### config.mk
export PLATFORM = sky130hd
export DESIGN_NAME = ook_pulse_width_code_decoder_top
export DESIGN_NICKNAME = d
export VERILOG_FILES = /design/src/rtl/core/ookpwd_pkg.sv /design/src/rtl/core/ookpwd_window.sv /design/src/rtl/core/ook_pulse_width_code_decoder_top.sv
export SDC_FILE = /design/constraint.sdc
export NUM_CORES = 1
export LEC_CHECK = 0
export BUFFER_PORTS_ARGS = -buffer_cell sky130_fd_sc_hd__clkbuf_2
export CORE_MARGIN = 4
export CORE_UTILIZATION = 50
export DETAILED_ROUTE_END_ITERATION = 16
export PLACE_DENSITY = 0.64
export SYNTH_ARGS = -nofsm -noshare
export SYNTH_HDL_FRONTEND = slang
export SYNTH_SLANG_ARGS = --single-unit
### constraint.sdc
create_clock -name clk -period 6.1 [get_ports clk]
set_input_delay 1.22 -clock clk [delete_from_list [all_inputs] [get_ports clk]]
set_output_delay 1.22 -clock clk [all_outputs]
set_load 0.05 [all_outputs]
### src/rtl/core/ookpwd_pkg.sv
// Shared types and constants for the OOK pulse-width code decoder.
`timescale 1ns / 1ps

package ookpwd_pkg;

  localparam int PW_W     = 16;
  localparam int REG_W    = 15;
  localparam int CODE_W   = 11;
  localparam int STATUS_W = 2;
  localparam int IDX_W    = 5;
  localparam int CFG_IDX_W = 1;

  // Packet framing.
  localparam int PACKET_PULSES = 26;
  localparam int SKIP_PULSES   = 3;
  localparam int CODE_BITS     = 11;

  localparam logic [IDX_W-1:0] IDX_MAX = '1;

  localparam logic [REG_W-1:0] UNIT_LENGTH_RESET = 15'd330;
  localparam logic [REG_W-1:0] TOLERANCE_RESET   = 15'd115;

  // Configuration register indexes.
  localparam logic [CFG_IDX_W-1:0] REG_UNIT_LENGTH = 1'd0;
  localparam logic [CFG_IDX_W-1:0] REG_TOLERANCE   = 1'd1;

  typedef enum logic [STATUS_W-1:0] {
    STATUS_OK        = 2'd0,
    STATUS_BAD_COUNT = 2'd1,
    STATUS_BAD_WIDTH = 2'd2,
    STATUS_ZERO_CODE = 2'd3
  } status_t;

  typedef struct packed {
    logic [PW_W-1:0] pulse_width;
    logic            last_pulse;
  } in_req_t;

  typedef struct packed {
    logic [CODE_W-1:0]   code;
    logic [STATUS_W-1:0] status;
  } out_req_t;

  // Window hits for one high pulse.
  typedef struct packed {
    logic in_short;
    logic in_long;
  } win_t;

endpackage

### src/rtl/core/ookpwd_window.sv
// Window compare of one pulse width against the short and long nominal widths.
`timescale 1ns / 1ps

module ookpwd_window
  import ookpwd_pkg::*;
(
  input  logic [PW_W-1:0]  pulse_width,
  input  logic [REG_W-1:0] unit_length,
  input  logic [REG_W-1:0] tolerance,
  output win_t             win
);

  localparam int SUM_W = REG_W + 2;

  logic [SUM_W-1:0] width_plus_tol;
  logic [SUM_W-1:0] width_ext;
  logic [SUM_W-1:0] unit1;
  logic [SUM_W-1:0] unit2;
  logic [SUM_W-1:0] tol_ext;
  logic [SUM_W-1:0] hi1;
  logic [SUM_W-1:0] hi2;

  // The lower bound is tested as width + tol >= center, so a negative bound never wraps.
  always_comb begin
    width_ext      = {1'b0, pulse_width};
    tol_ext        = {2'b00, tolerance};
    unit1          = {2'b00, unit_length};
    unit2          = {1'b0, unit_length, 1'b0};
    width_plus_tol = width_ext + tol_ext;
    hi1            = unit1 + tol_ext;
    hi2            = unit2 + tol_ext;
    win.in_short   = (width_plus_tol >= unit1) && (width_ext <= hi1);
    win.in_long    = (width_plus_tol >= unit2) && (width_ext <= hi2);
  end

endmodule

### src/rtl/core/ook_pulse_width_code_decoder_top.sv
// Top level of the OOK pulse-width code decoder.
`timescale 1ns / 1ps

//  Channel | Ports                          | Direction | Carries
//  --------+--------------------------------+-----------+---------------------------------
//  input   | in_valid, in_stall, in_data    | in        | one pulse width and last flag
//  result  | out_valid, out_stall, out_data | out       | code and status, one per packet
//  config  | cfg_we, cfg_index, cfg_wdata   | in        | unit_length, tolerance writes
//
// Each request passes an input register and then the result register. One request is
// taken every cycle while in_stall is low. The window compares and the packet state
// update sit between those two registers. Reset is synchronous on rst_n and restores
// the register defaults and an empty packet. A stalled result holds the result register;
// one more request waits in the input register, and in_stall rises only when that
// register is full and cannot drain.

module ook_pulse_width_code_decoder_top
  import ookpwd_pkg::*;
#(
  parameter int PKT_PULSES = PACKET_PULSES,
  parameter int SKIP_CNT   = SKIP_PULSES,
  parameter int DATA_BITS  = CODE_BITS
)
(
  input  logic                 clk,
  input  logic                 rst_n,

  input  logic                 in_valid,
  output logic                 in_stall,
  input  in_req_t              in_data,

  output logic                 out_valid,
  input  logic                 out_stall,
  output out_req_t             out_data,

  input  logic                 cfg_we,
  input  logic [CFG_IDX_W-1:0] cfg_index,
  input  logic [REG_W-1:0]     cfg_wdata
);

  localparam int SLOT_END = SKIP_CNT + 2 * DATA_BITS;

  // Configuration registers.
  logic [REG_W-1:0] unit_length_r;
  logic [REG_W-1:0] tolerance_r;

  // Input register.
  logic    s1_valid_r;
  in_req_t s1_data_r;

  // Packet state.
  logic [IDX_W-1:0]  idx_r;
  logic [IDX_W-1:0]  idx_nxt;
  logic [CODE_W-1:0] code_r;
  logic [CODE_W-1:0] code_nxt;
  logic              bad_r;
  logic              bad_nxt;

  // Result register.
  logic     out_valid_r;
  out_req_t out_data_r;
  out_req_t out_data_nxt;

  logic             proc;
  logic             data_slot;
  logic [IDX_W-1:0] rel_idx;
  logic [IDX_W:0]   count;
  win_t             win;
  status_t          status;

  // The stored pulse moves on whenever the result register has room.
  assign proc     = s1_valid_r && (!out_valid_r || !out_stall);
  assign in_stall = s1_valid_r && !proc;

  assign out_valid = out_valid_r;
  assign out_data  = out_data_r;

  ookpwd_window u_window (
    .pulse_width (s1_data_r.pulse_width),
    .unit_length (unit_length_r),
    .tolerance   (tolerance_r),
    .win         (win)
  );

  always_comb begin
    // High pulses of the data pairs sit at even offsets after the preamble.
    rel_idx   = idx_r - IDX_W'(SKIP_CNT);
    data_slot = ({1'b0, idx_r} >= (IDX_W+1)'(SKIP_CNT)) &&
                ({1'b0, idx_r} < (IDX_W+1)'(SLOT_END)) && !rel_idx[0];

    code_nxt = code_r;
    bad_nxt  = bad_r;
    if (data_slot) begin
      if (win.in_short) begin
        code_nxt = {code_r[CODE_W-2:0], 1'b0};
      end else if (win.in_long) begin
        code_nxt = {code_r[CODE_W-2:0], 1'b1};
      end else begin
        bad_nxt = 1'b1;
      end
    end

    idx_nxt = (idx_r != IDX_MAX) ? idx_r + 1'b1 : idx_r;

    // A saturated count reads as 32, which never matches the packet length.
    count = {1'b0, idx_r} + 1'b1;
    if (count != (IDX_W+1)'(PKT_PULSES)) begin
      status = STATUS_BAD_COUNT;
    end else if (bad_nxt) begin
      status = STATUS_BAD_WIDTH;
    end else if (code_nxt == '0) begin
      status = STATUS_ZERO_CODE;
    end else begin
      status = STATUS_OK;
    end

    out_data_nxt.status = status;
    out_data_nxt.code   = (status == STATUS_OK) ? code_nxt : '0;
  end

  always_ff @(posedge clk) begin
    if (!rst_n) begin
      unit_length_r <= UNIT_LENGTH_RESET;
      tolerance_r   <= TOLERANCE_RESET;
    end else if (cfg_we) begin
      case (cfg_index)
        REG_UNIT_LENGTH: unit_length_r <= cfg_wdata;
        REG_TOLERANCE:   tolerance_r   <= cfg_wdata;
        default: begin
        end
      endcase
    end
  end

  always_ff @(posedge clk) begin
    if (!rst_n) begin
      s1_valid_r <= 1'b0;
    end else if (!in_stall) begin
      s1_valid_r <= in_valid;
    end
  end

  always_ff @(posedge clk) begin
    if (in_valid && !in_stall) begin
      s1_data_r <= in_data;
    end
  end

  // Packet state advances with each processed pulse and clears after the last one.
  always_ff @(posedge clk) begin
    if (!rst_n) begin
      idx_r  <= '0;
      code_r <= '0;
      bad_r  <= 1'b0;
    end else if (proc) begin
      if (s1_data_r.last_pulse) begin
        idx_r  <= '0;
        code_r <= '0;
        bad_r  <= 1'b0;
      end else begin
        idx_r  <= idx_nxt;
        code_r <= code_nxt;
        bad_r  <= bad_nxt;
      end
    end
  end

  always_ff @(posedge clk) begin
    if (!rst_n) begin
      out_valid_r <= 1'b0;
    end else if (proc && s1_data_r.last_pulse) begin
      out_valid_r <= 1'b1;
    end else if (!out_stall) begin
      out_valid_r <= 1'b0;
    end
  end

  always_ff @(posedge clk) begin
    if (proc && s1_data_r.last_pulse) begin
      out_data_r <= out_data_nxt;
    end
  end

`ifndef NO_ASSERTIONS
  // An ok result always carries a nonzero code.
  a_ok_nonzero: assert property (@(posedge clk) disable iff (!rst_n)
    out_valid_r && (out_data_r.status == STATUS_OK) |-> out_data_r.code != '0)
    else $error("ok result with zero code");

  // Any error status carries a zero code.
  a_err_zero: assert property (@(posedge clk) disable iff (!rst_n)
    out_valid_r && (out_data_r.status != STATUS_OK) |-> out_data_r.code == '0)
    else $error("error result with nonzero code");

  // Emitting a result starts a fresh packet.
  a_clear: assert property (@(posedge clk) disable iff (!rst_n)
    proc && s1_data_r.last_pulse |=> (idx_r == '0) && (code_r == '0) && !bad_r)
    else $error("packet state not cleared after result");
`endif

endmodule
# Word-level counts from Yosys, hierarchy flattened
# Index checks and enable logic that the tools add are counted.
dict set report word_totals {
  reg_bits 79
  latchBits 0
  ramBits 0
  rom_bits 0
  in_bits 38
  n_memories 0
}
dict set report classes {
  add_sub_neg 6
  multipliers 0
  n_div 0
  n_lt_le_gt_ge 6
  n_eq_ne 3
  shift 0
  muxes 15
  bitwise_logic 1
  n_reduce_logical 20
}
# operator n
set op_table {}
lappend op_table {{$mux W11} 4}
lappend op_table {{$add A16 B15 Y17} 2}
lappend op_table {{$le A16 B17 Y1} 2}
lappend op_table {{$ge A17 B15 Y1} 1}
lappend op_table {{$ge A17 B16 Y1} 1}
lappend op_table {{$add A15 B15 Y16} 1}
lappend op_table {{$logic_not A11 Y1} 1}
lappend op_table {{$mux W5} 2}
lappend op_table {{$logic_and A1 B1 Y1} 8}
lappend op_table {{$add A5 B1 Y6 const B} 1}
lappend op_table {{$mux W1} 6}
lappend op_table {{$mux W2} 3}
lappend op_table {{$ne A6 B5 Y1 const B} 1}
lappend op_table {{$reduce_and A2 Y1} 3}
lappend op_table {{$add A5 B1 Y5 const B} 1}
lappend op_table {{$ge A5 B2 Y1 const B} 1}
lappend op_table {{$logic_not A1 Y1} 5}
lappend op_table {{$lt A5 B5 Y1 const B} 1}
lappend op_table {{$ne A5 B5 Y1 const B} 1}
lappend op_table {{$logic_not A2 Y1} 1}
lappend op_table {{$ne A2 B1 Y1 const B} 1}
lappend op_table {{$reduce_bool A2 Y1} 1}
lappend op_table {{$logic_or A1 B1 Y1} 1}
lappend op_table {{$not A1 Y1} 1}
lappend op_table {{$sub A1 B1 Y1 const B} 1}

# Longest topological paths before layout
# Gate-level depths: netlist of run 1.
dict set report depth {
  ltp_word 11
  mapped_depth 21
}

# By module
# A second synthesis of run 1 with hierarchy kept.
dict set report hier_totals {
  cells_unflattened 718
  hier_area_um2 6508.7
}
# mod instances cells_each area_each_um2 seq_area_each_um2
set modules_own_cells {}
lappend modules_own_cells {ookpwd_window 1 425 3363.2 0.0}
lappend modules_own_cells {ook_pulse_width_code_decoder_top 1 293 3145.5 1881.8}

# Worst setup path before layout of run 1
# OpenSTA, ideal clock, no wires.
dict set report synth_path {
  path_kind {reg-to-reg}
  from {register tolerance_r[0]}
  to {register out_data_r, in the netlist out_data[10] (data pin)}
  setup_ps 158
  arrival_ps 4424
  setup_slack_ps 1518
  path_stages_with_launch 20
  n_path_buf 1
  synth_period_minus_slack_ps 4582
  cell_sequence {dfxtp_1 > ha_1 > fa_1 > a21o_1 > a21oi_1 > o21bai_1 > a211oi_1 > o31ai_1 > o41ai_2 > mux2i_1 > a2111oi_0 > ha_1 > and3_1 > nand3_1 > or4_1 > o21ai_1 > o31a_4 > buf_2 > o211ai_1 > a211oi_2}
}
dict set report synth_via {
  elab_chain_cells 11
  elab_cells_between_ends 20
  classes_between {add/sub (3); order compare (4); mux (9); reduce/logical (4)}
}
# item line_no
set synth_rtl {}
lappend synth_rtl {{from (decl)} ook_pulse_width_code_decoder_top.sv:45} ;# logic [REG_W-1:0] tolerance_r;
lappend synth_rtl {{from (signal assigned)} ook_pulse_width_code_decoder_top.sv:128} ;# REG_TOLERANCE: tolerance_r <= cfg_wdata;
lappend synth_rtl {{$add A16 B15 Y17 (on tied branches)} {ookpwd_window.sv:29, ookpwd_window.sv:31}}
lappend synth_rtl {{$ge A17 B16 Y1 or $le A16 B17 Y1 (tied branches)} ookpwd_window.sv:33} ;# win.in_long = (width_plus_tol >= unit2) && (width_ext <= hi2);
lappend synth_rtl {{$logic_and A1 B1 Y1} ookpwd_window.sv:33}
lappend synth_rtl {{$mux W11} ook_pulse_width_code_decoder_top.sv:96} ;# end else if (win.in_long) begin
lappend synth_rtl {{$mux W11} ook_pulse_width_code_decoder_top.sv:94} ;# if (win.in_short) begin
lappend synth_rtl {{$mux W11} ook_pulse_width_code_decoder_top.sv:93} ;# if (data_slot) begin
lappend synth_rtl {{$logic_not A11 Y1} ook_pulse_width_code_decoder_top.sv:111} ;# end else if (code_nxt == '0) begin
lappend synth_rtl {{$mux W2} ook_pulse_width_code_decoder_top.sv:111}
lappend synth_rtl {{$mux W2} ook_pulse_width_code_decoder_top.sv:109} ;# end else if (bad_nxt) begin
lappend synth_rtl {{$mux W2} ook_pulse_width_code_decoder_top.sv:107} ;# if (count != (IDX_W+1)'(PKT_PULSES)) begin
lappend synth_rtl {{$logic_not A2 Y1} ook_pulse_width_code_decoder_top.sv:118} ;# out_data_nxt.code = (status == STATUS_OK) ? code_nxt : '0;
lappend synth_rtl {{to (signal assigned)} ook_pulse_width_code_decoder_top.sv:180} ;# out_data_r <= out_data_nxt;
lappend synth_rtl {{to (decl)} ook_pulse_width_code_decoder_top.sv:61} ;# out_req_t out_data_r;
# Parallel ways exist; a longest one is shown, timed or not.
# A chain may end at the register's enable or synchronous reset.

# Final worst setup path of run 1
dict set report layout_path {
  from {register tolerance_r[0]}
  to {register out_data_r, in the netlist out_data[3] (data pin)}
}
# The elaborated chain is that of the path after synthesis.

==> metrics.cfg, run 1 <==
[outcome]
status = finished clean

[detailed_routing]
overall_via_count_from_detail_route = 6026
detailedRoute.firstIterationViolations = 452
antenna_violating_nets_post_route = 0
detail_route.first_pass.iterations = 7
wl_per_cell_um = 18.7
via_per_inst = 6.14
drc_errors = 0
routed_wirelength_um = 18300

[setup_path]
critPathSlowestCell = sky130_fd_sc_hd__or4_1
start_kind = register
critPathKind = register to register
critical_path.top_delay_family = compound AO/OA/AOI/OAI gates
reg2reg_slack_ns = 0.37
path_buf_inv = 0
ff2ff_path_depth = 18
last_element_of_the_critical_path = out_data[3]$_SDFFCE_PP0P_
cp_max_fo = 23
worstSetupStartpoint = tolerance_r[0]$_SDFFE_PN1P_
crit_cells = 18
required_ns = 6.28
timing.rr.start = tolerance_r[0]$_SDFFE_PN1P_
setup.worst_path.end_class = register
worst_path_largest_cell_delay_ns = 0.56
cp_data_arrival_time_ns = 5.91
crit_path_cell_trace = ha_1 > fa_1 > a21o_1 > a21oi_1 > o21bai_1 > a211oi_1 > o31ai_1 > o41ai_2 > mux2i_1 > a2111oi_0 > ha_1 > and3_1 > nand3_1 > or4_1 > o21ai_1 > o31a_4 > o311ai_4 > a211oi_1
worstReg2RegEnd = out_data[3]$_SDFFCE_PP0P_

[clocking]
skew_pair_late_insertion_delay_ns = 0.35
cts_sinks = 79
cts_htree_levels = 3
cts_inserted_buffers = 9
post_cts.repair.setup_buffers = 0
cts_hold_buffers = 0
tritoncts = done
max-clock-path-buffers = 2
cts_repair_resize_count = 0
clk_pin_slew_worst_paths_ns = 0.06
clockRootBuffer = sky130_fd_sc_hd__clkbuf_16

[logic_synthesis]
muxShareOfSynthArea = 0.00148
synthAdderAreaFrac = 0.210
synth-xor-area-share = 0.0465
number_of_enable_flip_flop_cells_after_synthesis = 30
yosys.area.top_type_share = 0.201
synth-seq-area-share = 0.278
netlist.top_cell.by_area = sky130_fd_sc_hd__ha_1
number_of_synthesis_warnings = 0
netlist_area_um2 = 6770
synth_unique_cells = 72
yosysMostFrequentCell = sky130_fd_sc_hd__ha_1
synth_top_flop_cell = sky130_fd_sc_hd__dfxtp_1
ys_async_sr_fraction = 0
synthesis.instances = 760
synth_commonest_cells = 109 x sky130_fd_sc_hd__ha_1, 84 x sky130_fd_sc_hd__nand2_1, 63 x sky130_fd_sc_hd__a21oi_1, 49 x sky130_fd_sc_hd__dfxtp_1, 47 x sky130_fd_sc_hd__inv_1
synth_area_per_cell_um2 = 8.91
synth_seq_cells = 79
synth-simple-area-share = 0.137
synth_compound_area_frac = 0.284
yosys-top-cells-area = sky130_fd_sc_hd__ha_1 20%, sky130_fd_sc_hd__dfxtp_1 14%, sky130_fd_sc_hd__edfxtp_1 13%, sky130_fd_sc_hd__a21oi_1 4.7%, sky130_fd_sc_hd__nand2_1 4.7%
syn-num-nets = 910
synth_top_family_by_area = compound AO/OA/AOI/OAI gates

[floorplanning]
die_area_um2 = 15500
fp.coreArea_um2 = 13200
initial_core_util = 0.512
fp.dieH_um = 124
x_dimension_of_the_die_um = 124
placementRows = 42
floorplan.io_pins = 53

[timing]
highest_attainable_clock_frequency_mhz = 174
timing.final.max_slew_violations = 0
clock-skew-final_ns = 0.00541
timing.setup.tns_ns = 0
finalSetupViolations = 0
final.period_utilization = 0.939
worst_slew_margin_rel = 0.209
max_slew.worst_pin.slew_ns = 1.18
min_period_ns = 5.73
hold_violations_final = 0
grt_setup_unrepaired = false

[global_routing]
grt_antenna_before_repair = 0
grt-ovfl-total = 0
grt_start_max_net_pins = 39
number_of_global_route_vias_before_repair = 5933
grt_pass1_wl_um = 29700
grt_use_total = 0.235

[pwr]
peakVddDrop_uv = 141
power_leakage_nw = 3.16
internal_power_mw = 1.09
pwr_total_mw = 1.62
p_switching_mw = 0.538
combPwrFrac = 0.302
pwr-share-seq = 0.366
power-per-cell-area_nw_per_um2 = 217
power.share.clock = 0.331
switching_share = 0.331

[hold_path]
min_path_type = register to register

[finish]
nets = 951
instances_no_fill = 982
fillCellCount = 1247
syn_to_final_growth_pct = 10.3
ratio_of_cells_with_drive_above_1_in_the_final_layout = 0.125
antenna_cells_inserted = 0

[placed_design]
post-place-cells = 966
gp_congestion = 0.914
port_buffers = 52
detailed_place_hpwl_um = 14400

[job]
max_cap_viol_count = 0

[worst min path at each step]
| stage | slack (ns) | from | endpoint | cells after the start |
|---|---|---|---|---|
| detailed placement | 0.51 | out_valid$_SDFFE_PN0P_ | out_valid$_SDFFE_PN0P_ | 2 |
| global route | 0.54 | out_valid$_SDFFE_PN0P_ | out_valid$_SDFFE_PN0P_ | 2 |
| CTS | 0.52 | out_valid$_SDFFE_PN0P_ | out_valid$_SDFFE_PN0P_ | 2 |
| finish | 0.52 | out_valid$_SDFFE_PN0P_ | out_valid$_SDFFE_PN0P_ | 2 |
| global placement | 0.50 | out_valid$_SDFFE_PN0P_ | out_valid$_SDFFE_PN0P_ | 2 |
| floorplan | 0.47 | unit_length_r[10]$_SDFFE_PN0P_ | unit_length_r[10]$_SDFFE_PN0P_ | 2 |
[metrics by stage]
step / hold WS, ns / area, um^2 / utilization / setup slack, ns
2_1_floorplan: 0.469 / 6770 / - / 1.52
3_3_place_gp: 0.502 / 7180 / 0.542 / 0.506
3_5_place_dp: 0.514 / 7180 / 0.542 / 0.417
4_1_cts: 0.522 / 7470 / 0.564 / 0.412
5_1_grt: 0.545 / 7470 / 0.564 / 0.0521
6_report: 0.521 / 7470 / 0.564 / 0.369
[worst min-delay path, cell delays in order (launching register included)]
cell and delay [ns]:
sky130_fd_sc_hd__dfxtp_1 0.32, sky130_fd_sc_hd__nand2_1 0.09, sky130_fd_sc_hd__a21oi_1 0.06
[cell usage in the layout, fill, tap and decap left out, types with 3 or more instances in the layout]
cell type and instances:
sky130_fd_sc_hd__xnor2_1 23, sky130_fd_sc_hd__xor2_1 13, sky130_fd_sc_hd__nor2_1 36, sky130_fd_sc_hd__o31ai_2 3
sky130_fd_sc_hd__nor4_1 3, sky130_fd_sc_hd__nor3_1 9, sky130_fd_sc_hd__o31ai_1 4, sky130_fd_sc_hd__a211oi_1 11
sky130_fd_sc_hd__clkbuf_2 52, sky130_fd_sc_hd__ha_1 109, sky130_fd_sc_hd__edfxtp_1 30, sky130_fd_sc_hd__inv_1 47
sky130_fd_sc_hd__and3_1 9, sky130_fd_sc_hd__or3_1 3, sky130_fd_sc_hd__a211oi_2 8, sky130_fd_sc_hd__a221o_1 3
sky130_fd_sc_hd__o21a_1 6, sky130_fd_sc_hd__nand2_1 84, sky130_fd_sc_hd__o2111ai_1 22, sky130_fd_sc_hd__nand2b_1 5
sky130_fd_sc_hd__a21o_1 23, sky130_fd_sc_hd__and2_1 4, sky130_fd_sc_hd__o21bai_1 9, sky130_fd_sc_hd__clkbuf_16 9
sky130_fd_sc_hd__o21ba_2 3, sky130_fd_sc_hd__fa_1 3, sky130_fd_sc_hd__buf_4 5, sky130_fd_sc_hd__o211ai_1 28
sky130_fd_sc_hd__a21oi_1 63, sky130_fd_sc_hd__nor2b_1 8, sky130_fd_sc_hd__nand3_1 17, sky130_fd_sc_hd__o21ai_0 27
sky130_fd_sc_hd__dfxtp_1 49, sky130_fd_sc_hd__a2111oi_0 3, sky130_fd_sc_hd__nand4_1 10, sky130_fd_sc_hd__a31oi_1 12
[power by group through the flow]
stage | Clock (mW) | Sequential [mW] | Combinational (mW)
floorplan | 0 | 0.594 | 0.365
global placement | 0 | 0.605 | 0.461
detailed placement | 0 | 0.605 | 0.482
CTS | 0.551 | 0.594 | 0.486
global route | 0.577 | 0.597 | 0.550
finish | 0.538 | 0.595 | 0.491
[flip-flops by register name, indices dropped and copies added, names as in the netlist]
register	cells
code_r	11
s1_data_r	17
idx_r	5
unit_length_r	15
s1_valid_r	1
bad_r	1
tolerance_r	15
out_valid	1
out_data	13
[metal layers]
| metal | wire length (um) | track usage | vias up |
|---|---|---|---|
| met4 | 417 | 0.0754 | 0 |
| li1 | - | - | 2955 |
| met5 | 0 | 0 | - |
| met1 | 8210 | 0.296 | 2892 |
| met3 | 837 | 0.0562 | 39 |
| met2 | 8890 | 0.396 | 140 |
[cell families after synthesis]
group                      Yosys count
AOI/OAI and AO/OA                  259
xor gates and xnor gates            36
adders and majority gates          112
buffers and inverters               75
DFF                                 79
muxes                                1
and+or+nand+nor                    198
[cell type report]
cell class              instances  area [um^2]  share of cell area
multi-input cells             606         4600               0.616
flip-flops and latches         79         1880               0.252
repair buffers                 57          298              0.0398
clock buffers                  11          233              0.0311
well taps                     176          220              0.0295
inverters                      48          180              0.0241
clock inverters                 5         58.8             0.00787
(Power assumes the default switching activity.)
==> inputs of run 2 (changes only) <==
--- a/config.mk
+++ b/config.mk
@@ -6,6 +6,7 @@
 export NUM_CORES = 1
 export LEC_CHECK = 0
 export BUFFER_PORTS_ARGS = -buffer_cell sky130_fd_sc_hd__clkbuf_2
+export CORE_ASPECT_RATIO = 0.9
 export CORE_MARGIN = 4
 export CORE_UTILIZATION = 50
 export DETAILED_ROUTE_END_ITERATION = 16
==> run 2 against run 1 <==
Global-route usage rose by 0.24 points. Hold slack got worse by 0.0061 ns. Sequential cell count did not move. Die area barely moved. Combinational power barely moved. Largest cell class unchanged. Sequential share of layout area rose by 0.17 points. Fmax rose by 3.7%. Clock power fell by 8.7%. Total power fell by 3.2%. Critical path depth fell by 1. Sequential power barely moved. First-iteration DRC count fell by 9.5%.
==> metrics.cfg, run 2 (synthesized netlist as in run 1, its figures left out) <==
[setup_path]
ff2ff_path_depth = 17
crit_path_cell_trace = ha_1 > fa_1 > a21o_1 > a21oi_1 > o21bai_1 > a211oi_1 > o31ai_1 > o41ai_2 > mux2i_1 > a2111oi_0 > ha_1 > a21o_1 > a221o_1 > o21ai_1 > o31a_4 > o311ai_4 > a211oi_1
setup.worst_path.end_class = register
worst_path_largest_cell_delay_ns = 0.47
cp_max_fo = 23
required_ns = 6.27
cp_data_arrival_time_ns = 5.70
start_kind = register
critical_path.top_delay_family = compound AO/OA/AOI/OAI gates
worstSetupStartpoint = unit_length_r[0]$_SDFFE_PN0P_
path_buf_inv = 0
timing.rr.start = unit_length_r[0]$_SDFFE_PN0P_
critPathKind = register to register
critPathSlowestCell = sky130_fd_sc_hd__a2111oi_0
crit_cells = 17

[timing]
min_period_ns = 5.53
hold_violations_final = 0
highest_attainable_clock_frequency_mhz = 181
final.period_utilization = 0.906
clock-skew-final_ns = 0.00674
max_slew.worst_pin.slew_ns = 1.19
worst_slew_margin_rel = 0.203
timing.final.max_slew_violations = 0
timing.setup.tns_ns = 0
grt_setup_unrepaired = false
finalSetupViolations = 0

[floorplanning]
floorplan.io_pins = 53
fp.dieH_um = 118
fp.coreArea_um2 = 13300
die_area_um2 = 15500
placementRows = 40
x_dimension_of_the_die_um = 131
initial_core_util = 0.509

[detailed_routing]
overall_via_count_from_detail_route = 5881
via_per_inst = 6.04
detail_route.first_pass.iterations = 5
detailedRoute.firstIterationViolations = 409
drc_errors = 0
routed_wirelength_um = 17800
wl_per_cell_um = 18.3
antenna_violating_nets_post_route = 0

[pwr]
power.share.clock = 0.313
p_switching_mw = 0.530
power-per-cell-area_nw_per_um2 = 212
pwr-share-seq = 0.376
pwr_total_mw = 1.57
internal_power_mw = 1.04
switching_share = 0.337
peakVddDrop_uv = 180
power_leakage_nw = 3.15
combPwrFrac = 0.311

[clocking]
post_cts.repair.setup_buffers = 0
clk_pin_slew_worst_paths_ns = 0.06
skew_pair_late_insertion_delay_ns = 0.35
cts_sinks = 79
cts_hold_buffers = 0
tritoncts = done
cts_repair_resize_count = 0
clockRootBuffer = sky130_fd_sc_hd__clkbuf_16
max-clock-path-buffers = 2
cts_inserted_buffers = 9
cts_htree_levels = 3

[job]
max_cap_viol_count = 0

[finish]
layout_common_cells = 109 x sky130_fd_sc_hd__ha_1, 84 x sky130_fd_sc_hd__nand2_1, 63 x sky130_fd_sc_hd__a21oi_1, 52 x sky130_fd_sc_hd__clkbuf_2, 49 x sky130_fd_sc_hd__dfxtp_1
antenna_cells_inserted = 0
final_core_util = 0.558
reg.largest.list = s1_data_r: 17 flops, tolerance_r: 15 flops, unit_length_r: 15 flops
fillCellCount = 1190
regMostFlops = s1_data_r
syn_to_final_growth_pct = 9.60
layout.cells.most_common = sky130_fd_sc_hd__ha_1
ratio_of_cells_with_drive_above_1_in_the_final_layout = 0.122
nets = 950
largest_register_ffs = 17

[placed_design]
detailed_place_hpwl_um = 13700
port_buffers = 52
gp_congestion = 0.966

[hold_path]
min_path_type = register to register
min_delay_path_depth = 2
holdCritStartpoint = tolerance_r[3]$_SDFFE_PN0P_

[global_routing]
number_of_global_route_vias_before_repair = 5666
grt_use_total = 0.237
grt_antenna_before_repair = 0
grt_pass1_wl_um = 29200
grt-ovfl-total = 0
grt_start_max_net_pins = 41

[outcome]
status = finished clean

-- run 2: power groups by stage --
stage	combinational (mW)	sequential (mW)	clock, mW
after floorplan	0.365	0.594	0
after global placement	0.463	0.603	0
after detailed placement	0.479	0.603	0
after CTS	0.482	0.592	0.505
after global routing	0.552	0.594	0.530
final	0.489	0.592	0.491
-- run 2: worst reg2reg max path, stage by stage (launching register included) --
cell and delay (ns):
sky130_fd_sc_hd__dfxtp_1 0.37, sky130_fd_sc_hd__ha_1 0.24, sky130_fd_sc_hd__fa_1 0.43, sky130_fd_sc_hd__a21o_1 0.20, sky130_fd_sc_hd__a21oi_1 0.21, sky130_fd_sc_hd__o21bai_1 0.12
sky130_fd_sc_hd__a211oi_1 0.41, sky130_fd_sc_hd__o31ai_1 0.23, sky130_fd_sc_hd__o41ai_2 0.37, sky130_fd_sc_hd__mux2i_1 0.12, sky130_fd_sc_hd__a2111oi_0 0.47, sky130_fd_sc_hd__ha_1 0.33
sky130_fd_sc_hd__a21o_1 0.16, sky130_fd_sc_hd__a221o_1 0.36, sky130_fd_sc_hd__o21ai_1 0.40, sky130_fd_sc_hd__o31a_4 0.41, sky130_fd_sc_hd__o311ai_4 0.25, sky130_fd_sc_hd__a211oi_1 0.28
-- run 2: stage by stage --
stage / hold slack, ns / worst slack, ns / area [um^2] / cells
floorplan: 0.469 / 1.52 / 6770 / 760
detailed placement: 0.503 / 0.655 / 7170 / 957
finish: 0.515 / 0.574 / 7420 / 973
global route: 0.542 / 0.0738 / 7420 / 973
CTS: 0.511 / 0.627 / 7420 / 973
global placement: 0.498 / 0.757 / 7170 / 957
-- run 2: final cells by class --
class	instances	area, um^2	area share
repair buffers	56	290	0.0391
clock inverters	4	22.5	0.00303
clock buffers	12	236	0.0319
well taps	168	210	0.0283
inverters	48	180	0.0243
multi-input cells	606	4600	0.620
flip-flops and latches	79	1880	0.253
-- run 2: routing by layer --
layer  routed length (um)  up-vias  track usage
met1                 8910     2740        0.346
met2                 7640      161        0.350
met5                    0        -            0
met4                  276        0       0.0623
met3                  995       22       0.0551
li1                     -     2958            -
-- run 2: final timing paths --
check	endpoint	slack, ns
max reg2reg	out_data[3]$_SDFFCE_PP0P_	0.57
min reg2reg	tolerance_r[3]$_SDFFE_PN0P_	0.52
max	out_data[3]$_SDFFCE_PP0P_	0.57
min	tolerance_r[3]$_SDFFE_PN0P_	0.52
==> inputs of run 3 (changes only) <==
==> constraint.sdc (replaced) <==
create_clock -name clk -period 6.8 [get_ports clk]
set_input_delay 1.36 -clock clk [delete_from_list [all_inputs] [get_ports clk]]
set_output_delay 1.36 -clock clk [all_outputs]
set_load 0.05 [all_outputs]
==> run 3 against run 2 <==
Combinational power decreased by 10%. Sequential share of layout area is 0.11 points lower. Highest routed layer unchanged. First-iteration DRC count up 40%. Via count up 1.8%. Final cell count is the same. Die area stayed put.
==> metrics.cfg, run 3 (synthesized netlist as in run 1, its figures left out) <==
[setup_path]
worst_path_largest_cell_delay_ns = 0.50
crit_path_cell_trace = ha_1 > fa_1 > a21o_1 > a21oi_1 > o21bai_1 > a211oi_1 > o31ai_1 > o41ai_2 > mux2i_1 > a2111oi_0 > ha_1 > and3_1 > nand3_1 > or4_1 > o21ai_1 > o31a_4 > o311ai_4 > a211oi_1
reg2reg_slack_ns = 1.22
setup.worst_path.end_class = register
worstSetupStartpoint = unit_length_r[0]$_SDFFE_PN0P_
start_kind = register
cp_data_arrival_time_ns = 5.75
required_ns = 6.97
cp_max_fo = 23
critPathSlowestCell = sky130_fd_sc_hd__a2111oi_0
timing.rr.start = unit_length_r[0]$_SDFFE_PN0P_
critPathKind = register to register

[hold_path]
min_path_type = register to register
holdCritStartpoint = tolerance_r[3]$_SDFFE_PN0P_

[placed_design]
port_buffers = 52
post-place-cells = 957
gp_congestion = 0.960
detailed_place_hpwl_um = 13800

[global_routing]
grt_pass1_wl_um = 29600
grt-ovfl-total = 0
grt_antenna_before_repair = 0
grt_start_max_net_pins = 41
grt_use_total = 0.240
number_of_global_route_vias_before_repair = 5768

[timing]
clock-skew-final_ns = 0.00703
timing.final.max_slew_violations = 0
min_period_ns = 5.58
finalSetupViolations = 0
timing.setup.tns_ns = 0
worst_slew_margin_rel = 0.244
grt_setup_unrepaired = false
final.hold.worst_slack_ns = 0.511
hold_violations_final = 0
final.period_utilization = 0.821
highest_attainable_clock_frequency_mhz = 179
max_slew.worst_pin.slew_ns = 1.13

[finish]
fillCellCount = 1204
regMostFlops = s1_data_r
syn_to_final_growth_pct = 10.1
instances_no_fill = 973
ff_latch_area_um2 = 1880
reg.largest.list = s1_data_r: 17 flops, tolerance_r: 15 flops, unit_length_r: 15 flops
layout_common_cells = 109 x sky130_fd_sc_hd__ha_1, 84 x sky130_fd_sc_hd__nand2_1, 63 x sky130_fd_sc_hd__a21oi_1, 52 x sky130_fd_sc_hd__clkbuf_2, 49 x sky130_fd_sc_hd__dfxtp_1
antenna_cells_inserted = 0
ratio_of_cells_with_drive_above_1_in_the_final_layout = 0.123
layout.cells.most_common = sky130_fd_sc_hd__ha_1
nets = 950
multi_input_area_um2 = 4600
largest_register_ffs = 17

[pwr]
pwr_total_mw = 1.46
power_leakage_nw = 3.16
power-per-cell-area_nw_per_um2 = 195
peakVddDrop_uv = 122

[clocking]
cts_repair_resize_count = 0
skew_pair_late_insertion_delay_ns = 0.35
cts_hold_buffers = 0
tritoncts = done
max-clock-path-buffers = 2
post_cts.repair.setup_buffers = 0
clk_pin_slew_worst_paths_ns = 0.06
clockRootBuffer = sky130_fd_sc_hd__clkbuf_16
cts_sinks = 79
cts_htree_levels = 3
cts_inserted_buffers = 9

[detailed_routing]
via_per_inst = 6.15
routed-wl-met2_um = 7780
wl_per_cell_um = 18.6
overall_via_count_from_detail_route = 5988
drc_errors = 0
antenna_violating_nets_post_route = 0
highest_layer = met4
routed-wl-met3_um = 1000
routed_wirelength_um = 18100
met1Wirelength_um = 8920
detail_route.first_pass.iterations = 5
detailedRoute.firstIterationViolations = 573

[floorplanning]
floorplan.io_pins = 53
die_area_um2 = 15500
placementRows = 40
initial_core_util = 0.509
x_dimension_of_the_die_um = 131
fp.dieH_um = 118
fp.coreArea_um2 = 13300

[outcome]
status = finished clean

[job]
max_cap_viol_count = 0

[run 3: cell types whose count changed in the layout (fill, tap and decap cells not counted), sizes merged]
cell      change
clkinvlp      +1
clkinv        -2
bufinv        +1
[run 3: area by class of cell]
class,instances,share of cell area
timing repair buffer,56,0.0389
clock inverter,4,0.00621
tap,168,0.0282
inverter,48,0.0242
clock buffer,12,0.0330
sequential,79,0.252
multi-input combinational,606,0.617
[run 3: final timing paths]
kind                                      end  depth (start not counted)
setup / recovery    out_data[3]$_SDFFCE_PP0P_                         18
setup reg to reg    out_data[3]$_SDFFCE_PP0P_                         18
hold reg to reg   tolerance_r[3]$_SDFFE_PN0P_                          2
hold / removal    tolerance_r[3]$_SDFFE_PN0P_                          2
[run 3: power by group]
part / switching [mW] / internal, mW
logic: 0.258 / 0.181
registers: 0.0230 / 0.508
clock network: 0.195 / 0.293
total: 0.476 / 0.982
[run 3: layer usage]
| metal | vias up | track usage |
|---|---|---|
| li1 | 2959 | - |
| met1 | 2841 | 0.349 |
| met2 | 159 | 0.351 |
| met3 | 29 | 0.0551 |
| met4 | 0 | 0.0726 |
| met5 | - | 0 |
[run 3: through the flow]
step,cell area (um^2),worst slack (ns),utilization
after floorplan,6770,2.22,-
final,7460,1.22,0.560
after detailed placement,7170,1.29,0.538
after global routing,7460,0.824,0.560
after CTS,7460,1.25,0.560
after global placement,7170,1.45,0.538
[run 3: critical path: cells and delay by family, from the launching register on]
kind / cells / cell delay [ns]
mux: 1 / 0.12
flops: 1 / 0.37
fa+ha+maj: 3 / 0.89
compound gates: 11 / 3.22
simple gates: 3 / 0.81
